`src/rtl/core/critically_damped_smoother_unit_macros.svh`:
```
// assertion macros shared by the smoother rtl
// expects clk and rst_n in the scope where a macro is used
`ifndef CRITICALLY_DAMPED_SMOOTHER_UNIT_MACROS_SVH
`define CRITICALLY_DAMPED_SMOOTHER_UNIT_MACROS_SVH

// same-cycle implication
`define CDS_ASSERT_IMPL(label, ante, cons) \
    label: assert property (@(posedge clk) disable iff (!rst_n) (ante) |-> (cons)) \
        else $error("smoother assertion failed");

// next-cycle implication
`define CDS_ASSERT_NEXT(label, ante, cons) \
    label: assert property (@(posedge clk) disable iff (!rst_n) (ante) |=> (cons)) \
        else $error("smoother assertion failed");

// condition that must never hold
`define CDS_ASSERT_NEVER(label, cond) \
    label: assert property (@(posedge clk) disable iff (!rst_n) !(cond)) \
        else $error("smoother assertion failed");

`endif

```
`src/rtl/core/cds_pkg.sv`:
```
// types, constants and saturation helpers for the smoother
// no dependencies; used by every module of the block
`timescale 1ns / 1ps

package cds_pkg;

    // working width of intermediate values, holds +-2^48 with margin
    localparam int VW = 50;
    typedef logic signed [VW-1:0] val_t;

    localparam logic signed [VW:0] ISAT_W  = 51'sd281474976710656;
    localparam logic signed [VW:0] NISAT_W = -51'sd281474976710656;
    localparam logic [VW-1:0]      ISAT    = 50'd281474976710656;

    localparam logic [30:0] MIN_DT  = 31'd66;
    localparam logic [30:0] MIN_ST  = 31'd7;
    localparam val_t        C048    = 50'sd31457;
    localparam val_t        C0235   = 50'sd15401;
    localparam val_t        X_LIM_V = 50'sd8388608;
    localparam logic [23:0] X_LIMIT = 24'h80_0000;
    localparam logic [37:0] ONE_Q   = 38'd65536;

    // divider widths and numerators
    localparam int DNW = 34;
    localparam int DDW = 38;
    localparam logic [DNW-1:0] NUM_OMEGA = 34'h2_0000_0000;
    localparam logic [DNW-1:0] NUM_FAC   = 34'h1_0000_0000;

    // multiplier operand widths, b is taken in two digits
    localparam int MAW = 49;
    localparam int MBW = 34;
    localparam int DGW = MBW / 2;

    typedef enum logic [4:0] {
        CS_IDLE,
        CS_OMEGA,
        CS_X,
        CS_X2,
        CS_X3,
        CS_C48,
        CS_C235,
        CS_DEN,
        CS_FAC,
        CS_MAXC,
        CS_CLAMP,
        CS_OC,
        CS_TEMP,
        CS_OT,
        CS_NV,
        CS_RES,
        CS_FIN
    } ctl_state_t;

    typedef enum logic [2:0] {
        MP_IDLE,
        MP_LO,
        MP_HI,
        MP_ADD,
        MP_DONE
    } mul_ph_t;

    typedef struct packed {
        ctl_state_t op;
        logic       start;
        logic       load;
        logic       finish;
    } cmd_t;

    typedef struct packed {
        logic mul_done;
        logic div_done;
        logic short_in;
    } sts_t;

    function automatic val_t isat(input logic signed [VW:0] v);
        if (v > ISAT_W) begin
            return ISAT_W[VW-1:0];
        end
        if (v < NISAT_W) begin
            return NISAT_W[VW-1:0];
        end
        return v[VW-1:0];
    endfunction

    function automatic logic signed [31:0] sat32(input val_t v);
        if (v > 50'sd2147483647) begin
            return 32'sh7FFF_FFFF;
        end
        if (v < -50'sd2147483648) begin
            return 32'sh8000_0000;
        end
        return v[31:0];
    endfunction

endpackage

```
`src/rtl/core/cds_ctrl.sv`:
```
// smoother sequencer: steps the datapath through one update and owns the handshakes
// depends on cds_pkg
`timescale 1ns / 1ps

module cds_ctrl (
    input  logic          clk,
    input  logic          rst_n,
    input  logic          in_valid,
    output logic          in_stall,
    output logic          out_valid,
    input  logic          out_stall,
    input  cds_pkg::sts_t sts,
    output cds_pkg::cmd_t cmd
);

    cds_pkg::ctl_state_t state_reg, state_next;
    logic first_reg, first_next;
    logic out_valid_reg, out_valid_next;
    logic out_free;

    assign out_free = !out_valid_reg || !out_stall;

    always_comb
    begin
        state_next = state_reg;
        unique case (state_reg)
            cds_pkg::CS_IDLE:
            begin
                if (in_valid) begin
                    state_next = sts.short_in ? cds_pkg::CS_FIN : cds_pkg::CS_OMEGA;
                end
            end
            cds_pkg::CS_OMEGA: if (sts.div_done) state_next = cds_pkg::CS_X;
            cds_pkg::CS_X:     if (sts.mul_done) state_next = cds_pkg::CS_X2;
            cds_pkg::CS_X2:    if (sts.mul_done) state_next = cds_pkg::CS_X3;
            cds_pkg::CS_X3:    if (sts.mul_done) state_next = cds_pkg::CS_C48;
            cds_pkg::CS_C48:   if (sts.mul_done) state_next = cds_pkg::CS_C235;
            cds_pkg::CS_C235:  if (sts.mul_done) state_next = cds_pkg::CS_DEN;
            cds_pkg::CS_DEN:   state_next = cds_pkg::CS_FAC;
            cds_pkg::CS_FAC:   if (sts.div_done) state_next = cds_pkg::CS_MAXC;
            cds_pkg::CS_MAXC:  if (sts.mul_done) state_next = cds_pkg::CS_CLAMP;
            cds_pkg::CS_CLAMP: state_next = cds_pkg::CS_OC;
            cds_pkg::CS_OC:    if (sts.mul_done) state_next = cds_pkg::CS_TEMP;
            cds_pkg::CS_TEMP:  if (sts.mul_done) state_next = cds_pkg::CS_OT;
            cds_pkg::CS_OT:    if (sts.mul_done) state_next = cds_pkg::CS_NV;
            cds_pkg::CS_NV:    if (sts.mul_done) state_next = cds_pkg::CS_RES;
            cds_pkg::CS_RES:   if (sts.mul_done) state_next = cds_pkg::CS_FIN;
            cds_pkg::CS_FIN:   if (out_free) state_next = cds_pkg::CS_IDLE;
            default:           state_next = cds_pkg::CS_IDLE;
        endcase
    end

    always_comb
    begin
        cmd.op     = state_reg;
        cmd.start  = first_reg;
        cmd.load   = (state_reg == cds_pkg::CS_IDLE) && in_valid;
        cmd.finish = (state_reg == cds_pkg::CS_FIN) && out_free;
        in_stall   = (state_reg != cds_pkg::CS_IDLE);
        out_valid  = out_valid_reg;
        // start pulse marks the first cycle of every step
        first_next = (state_next != state_reg);
        out_valid_next = cmd.finish || (out_valid_reg && out_stall);
    end

    always_ff @(posedge clk or negedge rst_n)
    begin
        if (!rst_n) begin
            state_reg     <= cds_pkg::CS_IDLE;
            first_reg     <= 1'b0;
            out_valid_reg <= 1'b0;
        end else begin
            state_reg     <= state_next;
            first_reg     <= first_next;
            out_valid_reg <= out_valid_next;
        end
    end

endmodule

```
`config.mk`:
```
export PLATFORM = sky130hd
export DESIGN_NAME = cds_ctrl
export DESIGN_NICKNAME = d
export VERILOG_FILES = /design/src/rtl/core/critically_damped_smoother_unit_macros.svh /design/src/rtl/core/cds_pkg.sv /design/src/rtl/core/cds_ctrl.sv
export SDC_FILE = /design/constraint.sdc
export NUM_CORES = 1
export LEC_CHECK = 0
export BUFFER_PORTS_ARGS = -buffer_cell sky130_fd_sc_hd__buf_2
export CAP_MARGIN = 20
export CORE_AREA = 2 2 39 41
export CTS_CLUSTER_DIAMETER = 150
export DETAILED_ROUTE_END_ITERATION = 8
export DIE_AREA = 0 0 41 43
export PLACE_DENSITY_LB_ADDON = 0.12
export SYNTH_ARGS = -nofsm -noshare
export SYNTH_HDL_FRONTEND = slang
export SYNTH_SLANG_ARGS = --single-unit
```
`constraint.sdc`:
```
create_clock -name clk -period 1.69 [get_ports clk]
set_clock_uncertainty 0.1 [all_clocks]
set_input_delay 0 -clock clk [delete_from_list [all_inputs] [get_ports clk]]
set_output_delay 0 -clock clk [all_outputs]
set_load 0.01 [all_outputs]
```
==> summary.txt <==
Setup path
  • Crit-path slowest cell: or3b_4
  • Kind of critical path: flop to flop
  • Crit path from: state_reg[3]
  • Worst setup EP type: flop
  • Crit path max-delay family: simple AND/OR/NAND/NOR gates
  • CP startpoint kind: flop
  • Largest incremental delay on the critical path: 0.38 ns
  • Worst setup endpoint: first_reg
  • Worst Reg2Reg Path Length in Cells: 5
  • R2r startpoint: state_reg[3]
  • Worst r2r dst: first_reg
  • FF-to-FF setup slack: 0.05 ns
  • Arrival @ worst endpoint: 1.68 ns
  • Buffers and inverters on the worst path: 0
  • Critical path depth in cells: 5
  • Crit Path Max Fanout: 3
  • Worst-path cell chain: or3b_4, a2111oi_4, a211o_2, o31ai_1, nand3b_1
  • Worst EP required: 1.73 ns

Clock network
  • Sink Count: 7
  • Clock-pin slew on the worst setup and hold paths: 0.05 ns
  • Longest Clk Path Bufs: 2
  • CTS tree: built
  • Worst skew pair latency: 0.26 ns
  • H-tree depth: 1
  • Number of CTS-inserted buffers: 3
  • CTS Root Cell: clkbuf_4

STA
  • Worst Tran Pin Value: 0.319 ns
  • Slew Viols, Final: 0
  • Final Hold Viols: 0
  • Unrepaired setup endpoints after global routing: yes
  • Fmax: 608 MHz
  • Min Tclk post-route: 1.64 ns
  • Final setup fails: 0
  • Slew HR: roughly four fifths
  • Final cycle utilization of the critical path: a little over nine tenths
  • WHS: 0.00811 ns

Power and ir drop
  • Switch Pwr: 0.527 mW
  • Gate power share: 63.0%
  • Power Dens Cells: 1690 nW/µm²
  • Seq pwr share: 24.6%
  • Switching share of total power: 42.5%
  • Power Internal: 0.714 mW
  • Static leakage: 0.352 nW
  • Clk network pwr share: between 10% and 20%
  • IR drop worst, VDD: slightly above 0.0007 V
  • Tot Pwr: 1.24 mW

Floorplan
  • Initial Util: 35.5%
  • Die extent in y: around 43 µm
  • Site Rows: 14
  • Die area: about 1800 µm²
  • Core area: 1380 µm²
  • IO Pins: 17
  • Die Wd: roughly 41 µm

Cells and area
  • N_diodes: 0
  • Largest register FFs: 5
  • Core Util, Final: 52.9%
  • Final Net Count: 99
  • Layout cell share with drive strength beyond 1: between 40% and 50%
  • P&R area growth vs syn: 48.9%

Synthesis
  • #FFs+latches synth: 7
  • Async SR Flop Fraction: 100%
  • Seq/Total Area, Yosys: 35.6%
  • Main synth FF type: dfrtp_1
  • Ys Warns: 0
  • Syn Nets: just under 70
  • Cells after Synth: 62
  • Post-Syn Area: ~490 µm²
  • Post-synth EDFFs: 0
  • Avg Cell Area, Syn: roughly 8 µm²
  • Synth unique cells: 29

Routing
  • Total Wirelength: 1.31 mm
  • Drc violations: 0
  • Via density: 5.36
  • Met2 WL: 622 µm
  • WL/cell: 12.2 µm
  • Wire length on met1: about 570 µm
  • Detail Route met3 WL: 96 µm
  • Iter 0 DRT Violations: 10
  • DRT Pass-1 Iters: 5
  • Antenna-violating nets left: 0
  • Vias post-DR: 574
  • Top sig layer: met4

Global route
  • GRT Resource Usage Total: between 10% and 20%
  • First-pass GRT wire length: 2.17 mm
  • Initial antenna violation count: 0
  • Final global-route overflow total: 0
  • Vias in the first global route: slightly above 500
  • Largest net degree at the start of global routing: 10

Hold path
  • Min-Delay Path Class: primary input to async pin

Job
  • Max cap viols: 0

Place
  • Gpl congestion: 0.753
  • Port bufs: 16
  • DP HPWL: ~950 µm

Status
  • Run status: completed
-- worst register-to-register path: cells and delay by family (launching register included) --
kind / cells / cell delay (ns)
flip-flops: 1 / 0.37
AND/OR/NAND/NOR: 2 / 0.54
AO/OA/AOI/OAI: 3 / 0.52
-- kinds of logic (layout without fill, tap and decap cells) --
kind of cell           Yosys count  after routing  share of synthesized area [%]
buffers and inverters           11             40                           11.4
AOI/OAI and AO/OA               21             21                           28.8
and+or+nand+nor                 23             23                           24.2
DFF                              7              7                           35.6
-- metal layers --
metal	track usage [%]	up-vias
li1	-	282
met1	23.1	264
met2	26.6	25
met3	4.71	3
met4	10.0	0
met5	0	-
-- timing repair --
item	CTS	global route
gates resized for setup	1	6
pin swaps	0	1
hold buffers	4	0
setup endpoints to repair	1	3
hold endpoints to repair	10	0
buffers inserted	0	1
-- cell usage in the layout, fill, tap and decap left out, types with 2 or more instances in the layout --
master	instances
clkbuf_4	3
inv_1	5
dfrtp_2	2
a21oi_1	5
buf_4	11
nand2_1	6
dfrtp_1	5
dlygate4sd3_1	4
o21ai_0	5
nand3_1	2
nand3b_1	2
nor2_1	5
buf_2	16
-- synth_stat cells (2+ instances only) --
cell type | instances | area (µm²)
dfrtp_1 | 7 | 175
nand2_1 | 6 | 22.5
o21ai_0 | 6 | 30.0
a21oi_1 | 5 | 25.0
inv_1 | 5 | 18.8
nor2_1 | 5 | 18.8
buf_2 | 3 | 15.0
nand3_1 | 2 | 10.0
nand3b_1 | 2 | 15.0
nor3_1 | 2 | 10.0
-- stage by stage --
stage	cell area (µm²)	cells	TNS (ns)	setup WS, ns
global route	732	107	-0.104	-0.0536
global placement	629	98	0	0.0547
floorplan	494	62	-0.108	-0.0819
CTS	701	106	0	0.0182
finish	732	107	0	0.0460
detailed placement	629	98	0	0.0272
-- power groups by stage --
stage,clock (mW),sequential (mW),combinational [mW]
finish,0.153,0.305,0.782
global route,0.174,0.322,0.869
CTS,0.159,0.306,0.711
detailed placement,0,0.305,0.695
global placement,0,0.304,0.700
floorplan,0,0.310,0.452
-- worst min-delay path by stage --
stage / startpoint / end / slack, ns / cells past startpoint
after global placement: rst_n / state_reg[2] / -0.25 / 1
after CTS: rst_n / state_reg[2] / 0.008 / 2
after floorplan: rst_n / first_reg / -0.40 / 0
final: rst_n / state_reg[2] / 0.008 / 2
after detailed placement: rst_n / state_reg[2] / -0.25 / 1
after global routing: rst_n / state_reg[2] / 0.02 / 2
-- final cells by class --
| class | instances | area [µm²] |
|---|---|---|
| fillers | 129 | 652 |
| repair buffers | 31 | 203 |
| well taps | 16 | 20.0 |
| multi-input cells | 44 | 287 |
| flip-flops and latches | 7 | 178 |
| inverters | 5 | 18.8 |
| clock buffers | 4 | 26.3 |
(Power assumes the default switching activity.)
